## config.mk

```make
export PLATFORM = sky130hd
export DESIGN_NAME = numeric_literal_parser
export DESIGN_NICKNAME = d
export VERILOG_FILES = /design/src/sv/nlp_pkg.sv /design/src/sv/nlp_front.sv /design/src/sv/nlp_fifo.sv /design/src/sv/nlp_back.sv /design/src/sv/numeric_literal_parser.sv
export SDC_FILE = /design/constraint.sdc
export NUM_CORES = 1
export LEC_CHECK = 0
export BUFFER_PORTS_ARGS = -buffer_cell sky130_fd_sc_hd__buf_2
export CORE_UTILIZATION = 30
export DETAILED_ROUTE_END_ITERATION = 8
export PLACE_DENSITY = 0.53
export SYNTH_ARGS = -nofsm -noshare
export SYNTH_HDL_FRONTEND = slang
export SYNTH_SLANG_ARGS = --single-unit
```

## constraint.sdc

```tcl
create_clock -name clk -period 9.88 [get_ports clk]
set_clock_uncertainty 0.15 [all_clocks]
set_input_delay 2.47 -clock clk [delete_from_list [all_inputs] [get_ports clk]]
set_output_delay 2.47 -clock clk [all_outputs]
set_load 0.02 [all_outputs]
```

## src/sv/nlp_pkg.sv

```systemverilog
// Package for the numeric literal parser: payload types, base codes and the token format.
package nlp_pkg;

    // Accumulator width; the value port stays 64 bits and is zero-extended
    localparam int VALUE_BITS = 64;

    // Base codes carried in a result
    localparam logic [1:0] BASE_DEC = 2'd0;
    localparam logic [1:0] BASE_HEX = 2'd1;
    localparam logic [1:0] BASE_OCT = 2'd2;
    localparam logic [1:0] BASE_BIN = 2'd3;

    // Characters with a meaning of their own
    localparam logic [7:0] CH_X   = 8'h78;
    localparam logic [7:0] CH_PCT = 8'h25;
    localparam logic [7:0] CH_US  = 8'h5F;

    // One input character request
    typedef struct packed {
        logic [7:0] ch;
        logic       start_req;
    } char_t;

    // One result request
    typedef struct packed {
        logic [63:0] value;
        logic        ok;
        logic [1:0]  base_code;
        logic [7:0]  length;
    } result_t;

    // Classified character passed from front to back
    typedef struct packed {
        logic       start;
        logic       is_x;
        logic       is_us;
        logic       is_pct;
        logic       is_digit;   // any hex digit, either case
        logic [3:0] dig;
    } tok_t;

endpackage

```

## src/sv/nlp_front.sv

```systemverilog
// Front end: classifies each incoming character into a token.
module nlp_front (
    input  nlp_pkg::char_t char_in,
    output nlp_pkg::tok_t  tok
);
    import nlp_pkg::*;

    logic [7:0] c;

    assign c = char_in.ch;

    // Character classes and hex digit value
    always_comb
    begin
        tok.start    = char_in.start_req;
        tok.is_x     = (c == CH_X);
        tok.is_us    = (c == CH_US);
        tok.is_pct   = (c == CH_PCT);
        tok.is_digit = 1'b0;
        tok.dig      = 4'd0;
        if (c >= 8'h30 && c <= 8'h39)
        begin
            tok.is_digit = 1'b1;
            tok.dig      = 4'(c - 8'h30);
        end
        else if (c >= 8'h61 && c <= 8'h66)
        begin
            tok.is_digit = 1'b1;
            tok.dig      = 4'(c - 8'h57);
        end
        else if (c >= 8'h41 && c <= 8'h46)
        begin
            tok.is_digit = 1'b1;
            tok.dig      = 4'(c - 8'h37);
        end
    end

endmodule

```

## src/sv/nlp_fifo.sv

```systemverilog
// Two-entry token queue between the front end and the back end.
module nlp_fifo (
    input  logic          clk,
    input  logic          rst_n,
    input  logic          wr_valid,
    output logic          full,
    input  nlp_pkg::tok_t wr_tok,
    output logic          rd_valid,
    input  logic          rd_pop,
    output nlp_pkg::tok_t rd_tok
);
    import nlp_pkg::*;

    tok_t       mem_reg [2];
    logic       wr_ptr_reg, wr_ptr_next;
    logic       rd_ptr_reg, rd_ptr_next;
    logic [1:0] count_reg, count_next;
    logic       do_wr, do_rd;

    assign full     = (count_reg == 2'd2);
    assign rd_valid = (count_reg != 2'd0);
    assign rd_tok   = mem_reg[rd_ptr_reg];
    assign do_wr    = wr_valid && !full;
    assign do_rd    = rd_pop && rd_valid;

    // Pointer and fill count
    always_comb
    begin
        wr_ptr_next = do_wr ? !wr_ptr_reg : wr_ptr_reg;
        rd_ptr_next = do_rd ? !rd_ptr_reg : rd_ptr_reg;
        count_next  = count_reg;
        if (do_wr && !do_rd)
            count_next = count_reg + 2'd1;
        else if (do_rd && !do_wr)
            count_next = count_reg - 2'd1;
    end

    always_ff @(posedge clk or negedge rst_n)
    begin
        if (!rst_n)
        begin
            wr_ptr_reg <= 1'b0;
            rd_ptr_reg <= 1'b0;
            count_reg  <= 2'd0;
        end
        else
        begin
            wr_ptr_reg <= wr_ptr_next;
            rd_ptr_reg <= rd_ptr_next;
            count_reg  <= count_next;
        end
    end

    // Storage
    always_ff @(posedge clk)
    begin
        if (do_wr)
            mem_reg[wr_ptr_reg] <= wr_tok;
    end

endmodule

```

## src/sv/nlp_back.sv

```systemverilog
// Back end: base selection, accumulation and result register.
module nlp_back (
    input  logic             clk,
    input  logic             rst_n,
    input  logic             tok_valid,
    output logic             tok_pop,
    input  nlp_pkg::tok_t    tok,
    output logic             result_valid,
    input  logic             result_stall,
    output nlp_pkg::result_t result_data
);
    import nlp_pkg::*;

    localparam logic [2:0] MODE_IDLE = 3'd0;
    localparam logic [2:0] MODE_ZERO = 3'd1;
    localparam logic [2:0] MODE_DEC  = 3'd2;
    localparam logic [2:0] MODE_HEX  = 3'd3;
    localparam logic [2:0] MODE_OCT  = 3'd4;
    localparam logic [2:0] MODE_BIN  = 3'd5;

    logic [2:0]            mode_reg, mode_next;
    logic [VALUE_BITS-1:0] acc_reg, acc_next;
    logic                  seen_reg, seen_next;
    logic [7:0]            cons_reg, cons_next;
    logic                  out_valid_reg;
    result_t               out_reg;

    logic [2:0]            work_mode;
    logic [VALUE_BITS-1:0] scaled;
    logic                  dig_ok;
    logic [1:0]            work_base;
    logic [7:0]            cons_bump;
    logic                  emit;
    logic [1:0]            emit_base;
    logic                  emit_seen;

    // Pop whenever the result register is free or being drained
    assign tok_pop      = tok_valid && (!out_valid_reg || !result_stall);
    assign result_valid = out_valid_reg;
    assign result_data  = out_reg;

    // A leading zero not followed by 'x' continues as octal
    assign work_mode = (mode_reg == MODE_ZERO) ? MODE_OCT : mode_reg;
    assign cons_bump = (cons_reg == 8'hFF) ? cons_reg : cons_reg + 8'd1;

    // Radix decode: shifted accumulator, digit range and base code
    always_comb
    begin
        unique case (work_mode)
            MODE_HEX:
            begin
                scaled    = acc_reg << 4;
                dig_ok    = tok.is_digit;
                work_base = BASE_HEX;
            end
            MODE_OCT:
            begin
                scaled    = acc_reg << 3;
                dig_ok    = tok.is_digit && (tok.dig < 4'd8);
                work_base = BASE_OCT;
            end
            MODE_BIN:
            begin
                scaled    = acc_reg << 1;
                dig_ok    = tok.is_digit && (tok.dig < 4'd2);
                work_base = BASE_BIN;
            end
            default:
            begin
                scaled    = (acc_reg << 3) + (acc_reg << 1);
                dig_ok    = tok.is_digit && (tok.dig < 4'd10);
                work_base = BASE_DEC;
            end
        endcase
    end

    // Literal state update for one token
    always_comb
    begin
        mode_next = mode_reg;
        acc_next  = acc_reg;
        seen_next = seen_reg;
        cons_next = cons_reg;
        emit      = 1'b0;
        emit_base = BASE_DEC;
        emit_seen = seen_reg;
        if (tok.start)
        begin
            mode_next = MODE_IDLE;
            acc_next  = '0;
            seen_next = 1'b0;
            cons_next = 8'd0;
            emit_seen = 1'b0;
            if (tok.is_digit && tok.dig == 4'd0)
            begin
                mode_next = MODE_ZERO;
                seen_next = 1'b1;
                cons_next = 8'd1;
            end
            else if (tok.is_pct)
            begin
                mode_next = MODE_BIN;
                cons_next = 8'd1;
            end
            else if (tok.is_us)
            begin
                mode_next = MODE_DEC;
                cons_next = 8'd1;
            end
            else if (tok.is_digit && tok.dig < 4'd10)
            begin
                mode_next = MODE_DEC;
                acc_next  = VALUE_BITS'(tok.dig);
                seen_next = 1'b1;
                cons_next = 8'd1;
            end
            else
                emit = 1'b1;
        end
        else if (mode_reg != MODE_IDLE)
        begin
            if (mode_reg == MODE_ZERO && tok.is_x)
            begin
                mode_next = MODE_HEX;
                acc_next  = '0;
                seen_next = 1'b0;
                cons_next = cons_bump;
            end
            else if (tok.is_us)
            begin
                mode_next = work_mode;
                cons_next = cons_bump;
            end
            else if (dig_ok)
            begin
                mode_next = work_mode;
                acc_next  = scaled + VALUE_BITS'(tok.dig);
                seen_next = 1'b1;
                cons_next = cons_bump;
            end
            else
            begin
                emit      = 1'b1;
                emit_base = work_base;
                mode_next = MODE_IDLE;
                acc_next  = '0;
                seen_next = 1'b0;
                cons_next = 8'd0;
            end
        end
    end

    // Literal state registers
    always_ff @(posedge clk or negedge rst_n)
    begin
        if (!rst_n)
        begin
            mode_reg <= MODE_IDLE;
            acc_reg  <= '0;
            seen_reg <= 1'b0;
            cons_reg <= 8'd0;
        end
        else if (tok_pop)
        begin
            mode_reg <= mode_next;
            acc_reg  <= acc_next;
            seen_reg <= seen_next;
            cons_reg <= cons_next;
        end
    end

    // Result register
    always_ff @(posedge clk or negedge rst_n)
    begin
        if (!rst_n)
            out_valid_reg <= 1'b0;
        else if (tok_pop && emit)
            out_valid_reg <= 1'b1;
        else if (!result_stall)
            out_valid_reg <= 1'b0;
    end

    always_ff @(posedge clk)
    begin
        if (tok_pop && emit)
        begin
            out_reg.value     <= emit_seen ? 64'(acc_reg) : 64'd0;
            out_reg.ok        <= emit_seen;
            out_reg.base_code <= emit_base;
            out_reg.length    <= emit_seen ? cons_reg : 8'd0;
        end
    end

endmodule

```

## src/sv/numeric_literal_parser.sv

```systemverilog
// Top level of the streaming numeric literal parser.
// Takes one character request per cycle, sustained, and gives one result per literal
// (hex "0x", binary "%", octal leading "0", else decimal; underscores skipped). A
// character is classified on entry and written to a two-entry queue; the back end
// takes one token per cycle, updating the accumulator by shifts and an add, and
// writes a result into an output register on the first character that does not
// belong. result_valid is registered: the terminating character passes through the
// queue and then the result register. Input stalls only when the queue is full,
// which happens only while the result register is held by a stalled consumer.
module numeric_literal_parser (
    input  logic             clk,
    input  logic             rst_n,
    input  logic             char_valid,
    output logic             char_stall,
    input  nlp_pkg::char_t   char_data,
    output logic             result_valid,
    input  logic             result_stall,
    output nlp_pkg::result_t result_data
);
    import nlp_pkg::*;

    tok_t front_tok;
    tok_t q_tok;
    logic q_full;
    logic q_valid;
    logic q_pop;

    assign char_stall = q_full;

    // Classification
    nlp_front u_front (
        .char_in (char_data),
        .tok     (front_tok)
    );

    // Token queue
    nlp_fifo u_fifo (
        .clk      (clk),
        .rst_n    (rst_n),
        .wr_valid (char_valid),
        .full     (q_full),
        .wr_tok   (front_tok),
        .rd_valid (q_valid),
        .rd_pop   (q_pop),
        .rd_tok   (q_tok)
    );

    // Accumulation and results
    nlp_back u_back (
        .clk          (clk),
        .rst_n        (rst_n),
        .tok_valid    (q_valid),
        .tok_pop      (q_pop),
        .tok          (q_tok),
        .result_valid (result_valid),
        .result_stall (result_stall),
        .result_data  (result_data)
    );

endmodule
```

==> metrics.csv <==
stage,metric,value,unit
floorplanning,fp.coreArea,51200,sq um
run_status,outcome,"finished, final reports clean",
global_route,met3_usage,0.0295,
sta,hold_viol_final,0,
detailed_routing,drt-initial-drc-count,1306,
clocking,cts_hold_buf,0,
global_route,gr-total-overflow,0,
sta,min_period,5.90,ns
placement,numPortBuffers,89,
synth,yosysWarnings,0,
clocking,tritoncts,done,
global_route,grt_pass1_wl,79400,um
floorplanning,die_h,230,um
global_route,grt_max_degree,85,
global_route,grt_pass1_vias,13813,
detailed_routing,vias,14396,
power_and_ir_drop,p_leak,6.73,nW
worst_setup_path,crit_arrival,6.14,ns
clocking,cts_sinks,174,
power_and_ir_drop,vdd_drop_max,0.000190,V
synth,yosysSeqAreaShare,0.310,
power_and_ir_drop,clockPowerShare,0.147,
worst_setup_path,worstPathMaxFanout,66,
synth,syn-cell-area,15500,sq um
detailed_routing,drt_pre_antenna_iters,6,
sta,setup_viol,0,
sta,drv_slew,0,
placement,routabilityCongestion,0.997,
synth,ys_types,105,
synth,ys.flop_type,edfxtp_1,
global_route,top_usage_layer,met2,
clocking,worstSkewPairLatency,0.50,ns
global_route,grt_use_met2,0.318,
worst_setup_path,crit_slowest_cell,nor4_1,
synth,synthArstFlopShare,0.466,
clocking,ctsHtreeMaxLevel,4,
synth,synth_cells,1858,
clocking,cts.clk_slew.worst_paths,0.08,ns
power_and_ir_drop,switching_share,0.518,
power_and_ir_drop,p_int,2.27,mW
detailed_routing,drc,0,
global_route,grtUsageMet1,0.250,
worst_setup_path,cp-start-kind,register,
final_layout,layout-drive-gt1-share,0.107,
sta,rsz0062_at_grt,no,
power_and_ir_drop,seqPwrFrac,0.300,
placement,dp_hpwl,36100,um
worst_setup_path,cp_slowest_stage_delay,1.03,ns
final_layout,final_util,0.331,
floorplanning,dieArea,52700,sq um
detailed_routing,ant_nets,0,
sta,clock.fmax,169,MHz
final_layout,antennaDiodeCount,0,
worst_setup_path,reg2reg_slack,3.98,ns
floorplanning,ios,90,
clocking,cts_resized,0,
power_and_ir_drop,power_density,277,nW/um^2
final_layout,largest_register_ffs,75,
floorplanning,start_util,0.303,
hold_path,min_path_type,reg -> reg,
sta,holdWs,0.347,ns
power_and_ir_drop,p_comb_frac,0.553,
synth,avgSynthCellArea,8.36,sq um
worst_setup_path,end_kind,register,
detailed_routing,drt-total-wl,50200,um
clocking,cts_root_buf,clkbuf_16,
global_route,antenna_found_initial,0,
final_layout,syn2layout_area_growth,9.24,%
sta,slew_headroom,0.217,
floorplanning,die_w,230,um
global_route,grtUsageTotal,0.191,
final_layout,num-nets-final,1935,
detailed_routing,viasPerCell,5.66,
clocking,cts_setup_buffers,0,
synth,syn_nets,1943,
sta,tightest_slew,1.16,ns
detailed_routing,wl_per_cell,19.7,um
clocking,clock_path_buffers,2,
sta,post-route-period-util,0.597,
power_and_ir_drop,switchingPower,2.43,mW
job,drv_cap,0,
clocking,numCtsBuffers,17,
floorplanning,rows,83,
synth,synth_edf_count,93,
synth,ys_seq_elements,174,
worst_setup_path,crit_type,reg -> reg,
worst_setup_path,path_cells,buf_4 > or4bb_1 > o211ai_1 > and2_1 > o221ai_1 > nor4b_2 > nand4_1 > nor3_1 > nand3_1 > nor4_1 > and3_1 > xnor2_1 > o31ai_1,
sta,setup_tns,0,ns
worst_setup_path,required,10.12,ns
[final timing paths]
| check | from | end | cells past startpoint |
|---|---|---|---|
| worst max-delay path | u_back.mode_reg[2] | u_back.acc_reg[57] | 13 |
| worst min-delay path | u_fifo.count_reg[1] | u_fifo.count_reg[1] | 1 |
| worst max register to register | u_back.mode_reg[2] | u_back.acc_reg[57] | 13 |
| worst min register to register | u_fifo.count_reg[1] | u_fifo.count_reg[1] | 1 |
| max in group asynchronous | rst_n | u_back.acc_reg[49] | 2 |
| min in group asynchronous | rst_n | u_back.acc_reg[18] | 1 |
[synthesized netlist by cell type (7+ instances only)]
cell type | number | area [sq um]
nand2_1 | 204 | 766
inv_1 | 34 | 128
and4_1 | 12 | 105
edfxtp_1 | 93 | 2790
buf_2 | 42 | 210
nand3_1 | 34 | 170
clkbuf_1 | 63 | 236
nor2_1 | 119 | 447
mux2_2 | 11 | 124
o21ai_0 | 131 | 656
a221oi_1 | 8 | 70.1
and3_1 | 88 | 551
or3_1 | 11 | 68.8
and2_1 | 9 | 56.3
o22ai_1 | 10 | 62.6
nor3_1 | 39 | 195
buf_1 | 10 | 37.5
xor2_1 | 41 | 359
ha_1 | 70 | 876
a21o_1 | 34 | 255
nor4_1 | 12 | 75.1
or2_2 | 8 | 50.1
dfrtp_1 | 81 | 2030
a21oi_1 | 206 | 1030
nor3b_1 | 8 | 60.1
o211ai_1 | 12 | 90.1
a31oi_1 | 8 | 50.1
o21ai_1 | 10 | 50.1
o31ai_1 | 23 | 173
xnor2_1 | 52 | 455
a311oi_1 | 8 | 70.1
buf_4 | 8 | 60.1
a22oi_1 | 7 | 52.6
mux2i_1 | 70 | 701
nand4_1 | 51 | 319
a211oi_1 | 48 | 360
nand2b_1 | 22 | 138
a21boi_0 | 8 | 60.1
o21a_1 | 14 | 105
[metrics by stage]
stage | total power, mW | area (sq um) | worst slack (ns) | cells
4_1_cts | 4.74 | 17000 | 3.98 | 2543
3_5_place_dp | 4.02 | 16400 | 3.99 | 2511
5_1_grt | 5.05 | 17000 | 3.53 | 2543
2_1_floorplan | 3.29 | 15500 | 2.78 | 1858
6_report | 4.70 | 17000 | 3.98 | 2543
3_3_place_gp | 3.98 | 16400 | 4.17 | 2511
[critical path, delay by kind of cell (launching register included)]
| kind | cells | cell delay [ns] |
|---|---|---|
| AO/OA/AOI/OAI | 3 | 0.58 |
| XOR/XNOR | 1 | 0.07 |
| buffers and inverters | 1 | 0.71 |
| flip-flops | 1 | 0.97 |
| AND/OR/NAND/NOR | 8 | 3.25 |
[power groups by stage]
stage                     clock network, mW  registers [mW]  logic (mW)
after global placement                    0            1.42        2.55
after floorplan                           0            1.40        1.89
final                                 0.690            1.41        2.60
after CTS                             0.720            1.42        2.60
after global routing                  0.739            1.46        2.86
after detailed placement                  0            1.43        2.59
[cell type report]
cell class                 count  area [sq um]
fill                        5345         34200
multi-input combinational   1519         10000
sequential                   174          4830
tap                          680           851
timing repair buffer         104           561
clock buffer                  18           429
clock inverter                14           160
inverter                      34           128
[cells in the final DEF, fill, tap and decap left out, types with 9 or more instances in the layout]
cell type  synthesis  routed
inv_1             34      34
o21a_1            14      14
buf_4              8      16
nor3_1            39      39
and3_1            88      88
o31ai_1           23      23
a21oi_1          206     206
o211ai_1          12      12
edfxtp_1          93      93
and2_1             9       9
nor2_1           119     117
xor2_1            41      41
nand2_1          204     204
or3_1             11      11
o22ai_1           10      10
ha_1              70      70
mux2_2            11      11
nand4_1           51      51
a211oi_1          48      48
buf_2             42      88
nand3_1           34      34
o21ai_0          131     130
xnor2_1           52      52
and4_1            12      12
o21ai_1           10      10
nor4_1            12      12
dfrtp_1           81      77
mux2i_1           70      69
a21o_1            34      34
clkbuf_16          0      17
nand2b_1          22      22
[cell families after synthesis]
| logic type | synth area share |
|---|---|
| DFF | 0.310 |
| muxes | 0.0538 |
| and+or+nand+nor | 0.229 |
| adders and majority gates | 0.0590 |
| xor gates and xnor gates | 0.0525 |
| AOI/OAI and AO/OA | 0.248 |
| buffers and inverters | 0.0479 |
[routing by layer]
metal  part of all wire  routed length [um]
met3              0.041                2070
met4              0.020                1030
met1               0.45               22800
met2               0.48               24300
met5                  0                   0
No activity file was read; power rests on OpenSTA's default activity.
